===== src/hdl/adk_pkg.sv =====
// adk_pkg: shared types and constants of the analog keypad debouncer
// no dependencies

package adk_pkg;

	localparam int SampleW = 10;
	localparam int TimeW   = 32;
	localparam int DebW    = 16;
	localparam int CfgW    = 16;
	localparam int CfgIdxW = 3;

	typedef enum logic [1:0] {
		KEY_A    = 2'd0,
		KEY_B    = 2'd1,
		KEY_C    = 2'd2,
		KEY_NONE = 2'd3
	} key_t;

	typedef enum logic [CfgIdxW-1:0] {
		REG_KEY_A_UPPER = 3'd0,
		REG_KEY_B_LOWER = 3'd1,
		REG_KEY_B_UPPER = 3'd2,
		REG_KEY_C_LOWER = 3'd3,
		REG_KEY_C_UPPER = 3'd4,
		REG_DEBOUNCE_MS = 3'd5
	} cfg_reg_t;

	localparam logic [SampleW-1:0] KeyAUpperRst = 10'd50;
	localparam logic [SampleW-1:0] KeyBLowerRst = 10'd470;
	localparam logic [SampleW-1:0] KeyBUpperRst = 10'd550;
	localparam logic [SampleW-1:0] KeyCLowerRst = 10'd640;
	localparam logic [SampleW-1:0] KeyCUpperRst = 10'd720;
	localparam logic [DebW-1:0]    DebounceRst  = 16'd50;

	typedef struct packed {
		logic [SampleW-1:0] a_upper;
		logic [SampleW-1:0] b_lower;
		logic [SampleW-1:0] b_upper;
		logic [SampleW-1:0] c_lower;
		logic [SampleW-1:0] c_upper;
	} windows_t;

	typedef struct packed {
		logic  released;
		logic  clicked;
		key_t  previous_key;
		key_t  current_key;
	} result_t;

endpackage


===== src/hdl/adk_classify.sv =====
// adk_classify: window compares that map one sample to a key code
// depends on adk_pkg

module adk_classify (
	input  logic [adk_pkg::SampleW-1:0] sample,
	input  adk_pkg::windows_t           win,
	output adk_pkg::key_t               key
);

	always_comb begin
		if (sample < win.a_upper) begin
			key = adk_pkg::KEY_A;
		end else if (sample > win.b_lower && sample < win.b_upper) begin
			key = adk_pkg::KEY_B;
		end else if (sample > win.c_lower && sample < win.c_upper) begin
			key = adk_pkg::KEY_C;
		end else begin
			key = adk_pkg::KEY_NONE;
		end
	end

endmodule


===== src/hdl/adk_debounce.sv =====
// adk_debounce: debounce state and result register
// depends on adk_pkg

module adk_debounce (
	input  logic                       clk,
	input  logic                       arst_n,
	input  logic                       advance,
	input  adk_pkg::key_t              key_s1,
	input  logic [adk_pkg::TimeW-1:0]  time_s1,
	input  logic [adk_pkg::DebW-1:0]   debounce_ms,
	output adk_pkg::result_t           result_q
);

	adk_pkg::key_t             raw_q;
	adk_pkg::key_t             stable_q;
	adk_pkg::key_t             prior_q;
	logic [adk_pkg::TimeW-1:0] change_q;
	logic [adk_pkg::TimeW-1:0] elapsed;
	logic                      accept;

	assign elapsed = time_s1 - change_q;
	assign accept  = (key_s1 == raw_q) && (raw_q != stable_q) &&
		(elapsed >= {{(adk_pkg::TimeW-adk_pkg::DebW){1'b0}}, debounce_ms});

	always_ff @(posedge clk or negedge arst_n) begin
		if (!arst_n) begin
			raw_q    <= adk_pkg::KEY_NONE;
			stable_q <= adk_pkg::KEY_NONE;
			prior_q  <= adk_pkg::KEY_NONE;
			change_q <= '0;
		end else if (advance) begin
			if (key_s1 != raw_q) begin
				raw_q    <= key_s1;
				change_q <= time_s1;
			end else if (accept) begin
				prior_q  <= stable_q;
				stable_q <= raw_q;
			end
		end
	end

	always_ff @(posedge clk) begin
		if (advance) begin
			result_q.current_key  <= accept ? raw_q : stable_q;
			result_q.previous_key <= accept ? stable_q : prior_q;
			result_q.clicked      <= accept && (stable_q == adk_pkg::KEY_NONE);
			result_q.released     <= accept && (raw_q == adk_pkg::KEY_NONE);
		end
	end

`ifndef SYNTHESIS
	a_one_event: assert property (@(posedge clk) disable iff (!arst_n)
		$past(advance) |-> !(result_q.clicked && result_q.released))
		else $error("click and release together");
	a_click_keys: assert property (@(posedge clk) disable iff (!arst_n)
		$past(advance) && result_q.clicked |->
		result_q.previous_key == adk_pkg::KEY_NONE &&
		result_q.current_key != adk_pkg::KEY_NONE)
		else $error("click without none-to-key change");
	a_release_keys: assert property (@(posedge clk) disable iff (!arst_n)
		$past(advance) && result_q.released |->
		result_q.current_key == adk_pkg::KEY_NONE &&
		result_q.previous_key != adk_pkg::KEY_NONE)
		else $error("release without key-to-none change");
	a_accept_raw: assert property (@(posedge clk) disable iff (!arst_n)
		advance && accept |=> stable_q == raw_q)
		else $error("accepted key differs from raw key");
`endif

endmodule


===== src/hdl/analog_keypad_debouncer.sv =====
// analog_keypad_debouncer: top level, input register, config registers
// depends on adk_pkg, adk_classify, adk_debounce
//
// Usage: one word on the s_ side carries an ADC sample of a resistor-ladder
// keypad and a millisecond timestamp; each accepted word gives exactly one
// result word on the m_ side with the debounced current key, the key before
// the last accepted change, and click and release flags.
// Key code: 0 A, 1 B, 2 C, 3 none.
// Path: an accepted word passes the input register, then the result register,
// which raises m_tvalid. Throughput: one word per cycle while m_tready is not held low;
// the window compares sit before the input register, the 32-bit time subtract between them.
// Stall: when m_tready is low the result holds, the input register keeps one
// more word, and s_tready falls only when both are full.
// Reset: arst_n clears both valid flags, sets raw, current and previous key to
// none, the change time to zero, and the config registers to their defaults.
// Config: write cfg_data to register cfg_index while cfg_we is high, only when
// the block is idle; indexes beyond the list are ignored.

module analog_keypad_debouncer (
	input  logic                         clk,
	input  logic                         arst_n,
	input  logic                         s_tvalid,
	output logic                         s_tready,
	input  logic [47:0]                  s_tdata,  // adc_sample[9:0], time_ms[41:10]
	output logic                         m_tvalid,
	input  logic                         m_tready,
	output logic [7:0]                   m_tdata,  // current_key, previous_key, clicked, released
	input  logic                         cfg_we,
	input  logic [adk_pkg::CfgIdxW-1:0]  cfg_index,
	input  logic [adk_pkg::CfgW-1:0]     cfg_data
);

	adk_pkg::windows_t           win_q;
	logic [adk_pkg::DebW-1:0]    debounce_q;
	adk_pkg::key_t               key_in;
	adk_pkg::key_t               key_s1;
	logic [adk_pkg::TimeW-1:0]   time_s1;
	logic                        valid_s1;
	logic                        advance;
	adk_pkg::result_t            result_q;

	always_ff @(posedge clk or negedge arst_n) begin
		if (!arst_n) begin
			win_q.a_upper <= adk_pkg::KeyAUpperRst;
			win_q.b_lower <= adk_pkg::KeyBLowerRst;
			win_q.b_upper <= adk_pkg::KeyBUpperRst;
			win_q.c_lower <= adk_pkg::KeyCLowerRst;
			win_q.c_upper <= adk_pkg::KeyCUpperRst;
			debounce_q    <= adk_pkg::DebounceRst;
		end else if (cfg_we) begin
			case (adk_pkg::cfg_reg_t'(cfg_index))
				adk_pkg::REG_KEY_A_UPPER: win_q.a_upper <= cfg_data[adk_pkg::SampleW-1:0];
				adk_pkg::REG_KEY_B_LOWER: win_q.b_lower <= cfg_data[adk_pkg::SampleW-1:0];
				adk_pkg::REG_KEY_B_UPPER: win_q.b_upper <= cfg_data[adk_pkg::SampleW-1:0];
				adk_pkg::REG_KEY_C_LOWER: win_q.c_lower <= cfg_data[adk_pkg::SampleW-1:0];
				adk_pkg::REG_KEY_C_UPPER: win_q.c_upper <= cfg_data[adk_pkg::SampleW-1:0];
				adk_pkg::REG_DEBOUNCE_MS: debounce_q    <= cfg_data[adk_pkg::DebW-1:0];
				default: ;
			endcase
		end
	end

	adk_classify u_classify (
		.sample (s_tdata[9:0]),
		.win    (win_q),
		.key    (key_in)
	);

	assign advance  = valid_s1 && (!m_tvalid || m_tready);
	assign s_tready = !valid_s1 || advance;

	always_ff @(posedge clk or negedge arst_n) begin
		if (!arst_n) begin
			valid_s1 <= 1'b0;
			m_tvalid <= 1'b0;
		end else begin
			if (s_tready) begin
				valid_s1 <= s_tvalid;
			end
			if (advance) begin
				m_tvalid <= 1'b1;
			end else if (m_tready) begin
				m_tvalid <= 1'b0;
			end
		end
	end

	always_ff @(posedge clk) begin
		if (s_tvalid && s_tready) begin
			key_s1  <= key_in;
			time_s1 <= s_tdata[41:10];
		end
	end

	adk_debounce u_debounce (
		.clk         (clk),
		.arst_n      (arst_n),
		.advance     (advance),
		.key_s1      (key_s1),
		.time_s1     (time_s1),
		.debounce_ms (debounce_q),
		.result_q    (result_q)
	);

	assign m_tdata = {2'b00, result_q};

endmodule


===== config.mk =====
export PLATFORM = sky130hd
export DESIGN_NAME = analog_keypad_debouncer
export DESIGN_NICKNAME = d
export VERILOG_FILES = /design/src/hdl/adk_pkg.sv /design/src/hdl/adk_classify.sv /design/src/hdl/adk_debounce.sv /design/src/hdl/analog_keypad_debouncer.sv
export SDC_FILE = /design/constraint.sdc
export NUM_CORES = 1
export LEC_CHECK = 0
export ABC_AREA = 1
export BUFFER_PORTS_ARGS = -buffer_cell sky130_fd_sc_hd__buf_2
export CAP_MARGIN = 20
export CORE_MARGIN = 5
export CORE_UTILIZATION = 61
export CTS_BUF_LIST = sky130_fd_sc_hd__clkbuf_16
export DETAILED_ROUTE_END_ITERATION = 10
export GPL_TIMING_DRIVEN = 0
export PLACE_DENSITY = 0.81
export SETUP_SLACK_MARGIN = 0.5
export SLEW_MARGIN = 30
export SYNTH_ARGS = -nofsm -noshare
export SYNTH_HDL_FRONTEND = slang
export SYNTH_SLANG_ARGS = --single-unit

===== constraint.sdc =====
create_clock -name clk -period 4 [get_ports clk]
set_input_delay 0.6 -clock clk [delete_from_list [all_inputs] [get_ports clk]]
set_output_delay 0.6 -clock clk [all_outputs]
set_load 0.01 [all_outputs]

==> impl_metrics.py, run 1 <==
metrics = {
    "pwr": {
        "power.density_nw_per_um2": 692.7,
        "power.static_leakage_nw": 5.899,
        "share_clk_of_total_power_pct": 20.4,
        "worst_vdd_ir_v": 0.0004631,
        "pwr-share-seq_pct": 27.4,
        "power_consumption_mw": 7.767,
        "netSwitchingPower_mw": 3.333,
        "cell_internal_power_mw": 4.434,
        "power_frac_comb_pct": 52.2,
        "net_switching_fraction_of_the_power_pct": 42.91,
    },
    "timing": {
        "final.min_clock_period_ns": 3.516,
        "tns_ns": 0,
        "hold_violations": 0,
        "slew-limit-headroom_pct": 50.07,
        "timing_worst_slew_pin_value_ns": 0.7478,
        "max_clock_freq_mhz": 284.4,
        "final_min_period_over_clock_period_pct": 87.90,
        "drv_slew": 0,
        "layout_setup_ws_ns": 0.4839,
        "grt_setup_unrepaired": "yes",
        "finalClockSkew_ns": 0.009630,
        "setup_viol_count_final": 0,
        "hold_ws_ns": 0.1189,
    },
    "logic_synthesis": {
        "asyncSetResetFlopFracSynth_pct": 72.60,
        "synthesized_area_fraction_occupied_by_adder_cells_pct": 12.51,
        "synth-xor-area-share_pct": 1.557,
        "post-synth-top-count-cell": "nand2_1",
        "edff_count_synth": 40,
        "synth_simple_gate_area_share_pct": 24.75,
        "synthesis.area_um2": 9564,
        "synth_compound_gate_area_share_pct": 9.681,
        "synth_top_family_by_area": "simple AND/OR/NAND/NOR gates",
        "seq_area_frac_synth_pct": 40.66,
        "synthFlopType": "dfrtp_1",
        "yosys.cell_types.count": 48,
        "synthMuxAreaShare_pct": 0.1177,
        "post_synth.cell_area_avg_um2": 7.579,
        "post_synth_inst_count": 1262,
        "flop_and_latch_count_out_of_synthesis": 146,
        "synth_top_area_share_pct": 20.41,
        "synth_commonest_cells": "nand2_1, inv_1, ha_1, nor2_1, a21oi_1",
        "netlist_top_cells_area": "dfrtp_1, nand2_1, edfxtp_1",
        "synth.yosys.warnings": 0,
        "synth_area_leader_cell": "dfrtp_1",
    },
    "clock_tree": {
        "ctsLongestPathBuffers": 2,
        "cts.clk_slew.worst_paths_ns": 0.06,
        "clock_tree_root_buffer_cell": "clkbuf_16",
        "cts_made_buffers": 17,
        "clkLatencyLatePin_ns": 0.44,
        "tritoncts": "yes",
        "number_of_h_tree_levels": 4,
        "cts_num_sinks": 146,
    },
    "detailed_routing": {
        "vias": 8406,
        "postRouteWirelength_um": 23470,
        "drtPass1Iterations": 5,
        "avgViaCountPerCell": 5.260,
        "wl_per_cell_um": 14.69,
        "drt_iter0_drc": 610,
        "detail_route.drc_violations": 0,
        "postRouteAntennaNets": 0,
    },
    "floorplan": {
        "floorplan.die.width_um": 135.2,
        "initial_core_util_pct": 62.45,
        "die-area_um2": 18280,
        "design.portCount": 82,
        "die-height_um": 135.2,
        "fp-row-count": 45,
        "core_area_um2": 15310,
    },
    "outcome": {
        "run_status": "finished, final reports clean",
    },
    "worst_setup_path": {
        "worst_ep_required_time_ns": 4.19,
        "timing.critical_path.arrival_ns": 3.71,
        "crit_slowest_cell": "edfxtp_1",
        "crit_path_cell_trace": "ha_4 -> buf_6 -> a21oi_2 -> nand2_2 -> nand2_1 -> nand2_2 -> nand2_2 -> nand2_2 -> xor2_1 -> ha_1 -> nand2_1 -> nor2_2 -> a211oi_4 -> nand2_1 -> nor2_2 -> nand2_1 -> nor2_2 -> nand2_1 -> nor2_2 -> nand2_4 -> nand2_4 -> nand2_2 -> and2_4",
        "worst_r2r_path_depth": 23,
        "regToRegStartpoint": "time_s1[2]",
        "worstSetupStartpointType": "flip-flop",
        "ff2ff_setup_slack_ns": 0.48,
        "worst-path-max-fanout": 7,
        "critical_path.reg2reg.endpoint": "u_debounce.result_q[2]",
        "endpoint_kind": "flip-flop",
        "worst-setup-path-type": "flip-flop to flip-flop",
        "longest_individual_stage_delay_on_the_worst_path_ns": 0.44,
    },
    "grt": {
        "grt_start_max_net_pins": 59,
        "via_count_of_the_first_global_routing_pass": 8162,
        "grt_overflow_total": 0,
        "grt_pass1_wl_um": 38050,
        "groute.usage.overall_pct": 26.22,
        "number_of_antenna_violations_at_the_first_check_in_global_routing": 0,
    },
    "placed_design": {
        "dpl_worst_slack_ns": 0.4783,
        "numPortBuffers": 73,
        "detailed_place_hpwl_um": 17090,
        "final_wtd_congestion": 0.9397,
    },
    "finish": {
        "antenna_diodes": 0,
        "post_route_cells_drive_above_1_share_pct": 17.88,
        "nets": 1541,
        "layout.filler_cells": 1181,
        "layout-area-overhead-vs-synth_pct": 17.23,
    },
    "job": {
        "maxCapViolations": 0,
    },
    "hold_path": {
        "min_path_type": "input pin to asynchronous set/reset pin",
    },
}
==> worst max-delay path: cells and delay by family, from the launching register on <==
kind                       cells  cell delay (ns)
AOI/OAI and AO/OA              2             0.35
adders and majority gates      2             0.57
buffers and inverters          1             0.13
DFF                            1             0.44
xor gates and xnor gates       1             0.15
and+or+nand+nor               17             1.61
==> how the worst max path moves through the flow <==
stage          depth (start not counted)  slack (ns)                endpoint                    from
6_report                              23        0.48  u_debounce.result_q[2]              time_s1[2]
3_3_place_gp                          21        0.48  u_debounce.result_q[0]             time_s1[13]
2_1_floorplan                         23        1.01  u_debounce.result_q[0]              time_s1[2]
4_1_cts                               22        0.54  u_debounce.result_q[0]  u_debounce.change_q[0]
3_5_place_dp                          21        0.48  u_debounce.result_q[0]             time_s1[13]
5_1_grt                               24        0.27  u_debounce.result_q[2]              time_s1[9]
==> kinds of logic (layout without fill, tap and decap cells) <==
family | Yosys count | after routing
AND/OR/NAND/NOR | 559 | 559
buffers and inverters | 270 | 394
flip-flops | 146 | 146
multiplexers | 1 | 1
adder cells (fa/ha/maj) | 95 | 95
AO/OA/AOI/OAI | 173 | 173
other | 1 | 2
XOR/XNOR | 17 | 17
==> per-stage QoR <==
step                utilization (%)  area (µm²)  std cells
floorplan                         -        9568       1263
global placement              66.59       10200       1547
detailed placement            66.81       10230       1548
CTS                           70.61       10810       1580
global route                  73.21       11210       1598
finish                        73.21       11210       1598
==> final cells by class <==
type / count / area [µm²] / area share (%)
multi-input cells: 847 / 4923 / 43.91
flip-flops and latches: 146 / 3889 / 34.68
inverters: 248 / 930.9 / 8.303
repair buffers: 92 / 534.3 / 4.765
clock buffers: 18 / 450.4 / 4.017
well taps: 211 / 264.0 / 2.355
clock inverters: 14 / 122.6 / 1.094
plain buffers: 22 / 97.59 / 0.8704
==> state kept, by name (all words and copies together) (netlist names) <==
signal	flops
win_q	50
time_s1	32
u_debounce.raw_q	2
m_tvalid	1
key_s1	2
valid_s1	1
u_debounce.stable_q	2
debounce_q	16
u_debounce.prior_q	2
u_debounce.result_q	6
u_debounce.change_q	32
==> power groups by stage <==
stage          registers (mW)  logic (mW)  clock network (mW)
4_1_cts                  2.11        3.56                1.59
6_report                 2.13        4.06                1.58
3_3_place_gp             2.12        3.36                   0
2_1_floorplan            2.11        2.68                   0
3_5_place_dp             2.14        3.50                   0
5_1_grt                  2.17        4.60                1.65
==> routing by layer <==
metal	vias up	global-route usage, %	part of all wire (%)
met5	-	0	0
met4	0	8.959	2.7
met3	56	5.052	5.7
met2	267	43.06	48
met1	3910	35.03	44
li1	4173	-	-
==> layout by cell type, fill, tap and decap left out, types with 5 or more instances in the layout <==
master,synthesis,layout
o21ai_0,71,71
clkbuf_16,0,18
inv_1,246,240
edfxtp_1,40,40
nand3_1,34,34
nor2_1,92,88
nand2_2,20,32
buf_4,2,20
xnor2_1,5,5
dfrtp_1,78,78
nand4_1,11,11
inv_2,1,7
clkbuf_1,19,19
buf_2,1,72
a21oi_1,84,81
nor2_2,12,15
xor2_1,12,11
nand2_1,364,350
ha_4,0,13
ha_1,94,80
nor2_4,4,5
dfstp_2,28,28
==> repair_timing <==
item,4_1_cts,5_1_grt
resized for setup,3,55
pin swaps,0,30
setup buffers,0,18
setup endpoints to repair,2,10
hold buffers,0,0
Power figures use the tool's default switching activity.
==> inputs of run 2 (changes only) <==
- ABC_AREA: 1 -> unset
- CORE_UTILIZATION: 61 -> 60
- CTS_CLUSTER_DIAMETER: unset -> 100
- PLACE_DENSITY: 0.81 -> 0.8
==> run 2 against run 1 <==
  * The flow now finishes with violations (setup timing)
  * Core utilization shrank 1.5 points
  * Hold slack gained 0.035 ns
  * Wire length shrank 15%
  * Cell area shrank 7.4%
  * Cell count shrank 28%
  * Clock skew shrank 0.0027 ns
  * Register-to-register slack lost 1.1 ns
  * Critical path type unchanged
  * Largest cell class unchanged
==> impl_metrics.py, run 2 <==
metrics = {
    "outcome": {
        "run_status": "complete, but fails checks",
        "failing_checks": "setup timing",
    },
    "pwr": {
        "worst_vdd_ir_v": 0.0004827,
        "pwr-share-seq_pct": 29.6,
        "share_clk_of_total_power_pct": 21.7,
        "power.static_leakage_nw": 4.728,
        "netSwitchingPower_mw": 2.812,
        "cell_internal_power_mw": 4.486,
        "net_switching_fraction_of_the_power_pct": 38.53,
        "power_consumption_mw": 7.299,
        "power_frac_comb_pct": 48.7,
        "power.density_nw_per_um2": 703.3,
    },
    "grt": {
        "global_route.usage.met1_pct": 32.60,
        "globalRouteMet2Util_pct": 37.30,
        "grt_pass1_wl_um": 33050,
        "grt_overflow_total": 0,
        "number_of_antenna_violations_at_the_first_check_in_global_routing": 0,
        "groute.layer.met3.usage_pct": 5.887,
        "grt-busiest-layer": "met2",
        "groute.usage.overall_pct": 23.60,
        "via_count_of_the_first_global_routing_pass": 6635,
        "grt_start_max_net_pins": 60,
    },
    "detailed_routing": {
        "detail_route.drc_violations": 0,
        "postRouteWirelength_um": 19910,
        "vias": 6681,
        "postRouteAntennaNets": 0,
        "wl_per_cell_um": 17.25,
        "drtPass1Iterations": 5,
        "drt_iter0_drc": 426,
        "avgViaCountPerCell": 5.789,
    },
    "logic_synthesis": {
        "synthFlopType": "dfrtp_1",
        "yosys.cell_types.count": 69,
        "netlist_top_cells_area": "dfrtp_1, edfxtp_1, ha_1",
        "post_synth_inst_count": 854,
        "edff_count_synth": 40,
        "synth_top_area_share_pct": 22.18,
        "synthesis.area_um2": 8800,
        "synth.yosys.warnings": 0,
        "synth_area_leader_cell": "dfrtp_1",
        "asyncSetResetFlopFracSynth_pct": 72.60,
        "post_synth.cell_area_avg_um2": 10.30,
        "flop_and_latch_count_out_of_synthesis": 146,
        "synth_commonest_cells": "inv_1, ha_1, nand2_1, dfrtp_1, o21ai_0",
        "seq_area_frac_synth_pct": 44.19,
        "post-synth-top-count-cell": "inv_1",
    },
    "timing": {
        "slew-limit-headroom_pct": 51.37,
        "hold_violations": 0,
        "setup_viol_count_final": 10,
        "drv_slew": 0,
        "final.min_clock_period_ns": 4.605,
        "final_min_period_over_clock_period_pct": 115.1,
        "layout_setup_ws_ns": -0.6051,
        "grt_setup_unrepaired": "yes",
        "timing_worst_slew_pin_value_ns": 0.7268,
        "hold_ws_ns": 0.1542,
        "finalClockSkew_ns": 0.006916,
        "max_clock_freq_mhz": 217.2,
    },
    "finish": {
        "antenna_diodes": 0,
        "final_cell_mix": "inv_1, ha_1, nand2_1, dfrtp_1, buf_2",
        "final_common_cell": "inv_1",
        "largest_register": "win_q",
        "nets": 1124,
        "layout.filler_cells": 1066,
        "largest_reg_flops": 50,
        "final-instance-count-excl-fill": 1154,
        "layout-area-overhead-vs-synth_pct": 17.93,
        "biggestRegsByFlops": "win_q (50), time_s1 (32), u_debounce.change_q (32)",
        "post_route_cells_drive_above_1_share_pct": 25.67,
    },
    "worst_setup_path": {
        "worst_ep_required_time_ns": 4.17,
        "endpoint_kind": "flip-flop",
        "crit_path_cell_trace": "ha_1 -> nor2b_4 -> o2111ai_4 -> a2111oi_4 -> o31a_1 -> xor2_2 -> ha_1 -> a21o_1 -> a21o_1 -> a21oi_4 -> o211ai_1 -> a2111oi_2 -> nand4b_1 -> nor4_4 -> nand4_4 -> o21bai_2 -> mux2_1",
        "worst-setup-path-type": "flip-flop to flip-flop",
        "longest_individual_stage_delay_on_the_worst_path_ns": 0.42,
        "worst-path-max-fanout": 3,
        "worstSetupStartpointType": "flip-flop",
        "crit_slowest_cell": "edfxtp_1",
        "timing.critical_path.arrival_ns": 4.78,
    },
    "floorplan": {
        "fp-row-count": 44,
        "design.portCount": 82,
        "initial_core_util_pct": 60.78,
        "core_area_um2": 14480,
        "floorplan.die.width_um": 131.1,
        "die-area_um2": 17190,
        "die-height_um": 131.1,
    },
    "placed_design": {
        "final_wtd_congestion": 0.9177,
        "numPortBuffers": 71,
        "detailed_place_hpwl_um": 14570,
        "placed_cells_incl_taps": 1112,
        "dpl_worst_slack_ns": -1.004,
    },
    "job": {
        "maxCapViolations": 0,
    },
    "clock_tree": {
        "number_of_h_tree_levels": 4,
        "ctsLongestPathBuffers": 2,
        "cts_made_buffers": 17,
        "cts_num_sinks": 146,
        "clock_tree_root_buffer_cell": "clkbuf_16",
        "cts.clk_slew.worst_paths_ns": 0.06,
        "tritoncts": "yes",
        "clkLatencyLatePin_ns": 0.43,
    },
    "hold_path": {
        "min_path_type": "input pin to asynchronous set/reset pin",
    },
}
[run 2: layout make-up]
| type | instances | area, µm² | share of cell area (%) |
|---|---|---|---|
| flip-flops and latches | 146 | 3889 | 37.47 |
| inverters | 102 | 382.9 | 3.689 |
| clock inverters | 10 | 48.80 | 0.4702 |
| plain buffers | 20 | 97.59 | 0.9404 |
| multi-input cells | 587 | 4687 | 45.17 |
| clock buffers | 22 | 550.5 | 5.305 |
| repair buffers | 83 | 491.7 | 4.738 |
| well taps | 184 | 230.2 | 2.218 |
[run 2: worst max-delay path: cells and delay by family, from the launching register on]
family / cells / cell delay, ns
simple gates: 4 / 0.82
fa+ha+maj: 2 / 0.58
xor+xnor: 1 / 0.21
compound gates: 9 / 1.96
mux: 1 / 0.36
flops: 1 / 0.42
[run 2: kinds of logic after synthesis]
group,count (synthesis),synth area share [%]
XOR/XNOR,25,2.488
flip-flops,146,44.19
AO/OA/AOI/OAI,203,14.53
buffers and inverters,122,5.460
AND/OR/NAND/NOR,191,10.62
multiplexers,71,9.071
other,1,0.04262
adder cells (fa/ha/maj),95,13.59
[run 2: what timing repair did]
item / in CTS / in global routing
hold buffers: 0 / 0
pin swaps: 7 / 1
resized for setup: 17 / 15
setup endpoints to repair: 10 / 10
setup buffers: 9 / 1
endpoints found under the hold margin: 0 / 0
[run 2: per-stage QoR]
| stage | cell area (µm²) | util (%) | setup TNS, ns |
|---|---|---|---|
| 2_1_floorplan | 8874 | - | -0.02163 |
| 3_3_place_gp | 9459 | 65.33 | -8.083 |
| 3_5_place_dp | 9524 | 65.78 | -8.545 |
| 4_1_cts | 10280 | 71.03 | -5.204 |
| 5_1_grt | 10380 | 71.67 | -7.942 |
| 6_report | 10380 | 71.67 | -5.592 |
[run 2: metal layers]
layer,vias to the layer above,part of all wire [%]
met4,0,2.0
met1,3243,47
li1,3226,-
met3,38,5.2
met2,174,46
met5,-,0
[run 2: path summary, 6_finish.rpt]
kind,start,slack (ns),depth (start not counted),to
max reg2reg,time_s1[1],-0.61,17,u_debounce.result_q[1]
min,arst_n,0.15,1,valid_s1
max in group asynchronous,arst_n,3.16,2,win_q[36]
min reg2reg,valid_s1,0.48,1,m_tvalid
max,time_s1[1],-0.61,17,u_debounce.result_q[1]
min in group clk,s_tdata[13],0.34,1,time_s1[3]
[run 2: power by group through the flow]
stage,sequential (mW),combinational [mW],clock [mW]
4_1_cts,2.16,3.38,1.60
6_report,2.16,3.56,1.58
3_3_place_gp,2.16,3.03,0
3_5_place_dp,2.18,3.13,0
2_1_floorplan,2.14,2.42,0
5_1_grt,2.20,3.96,1.66
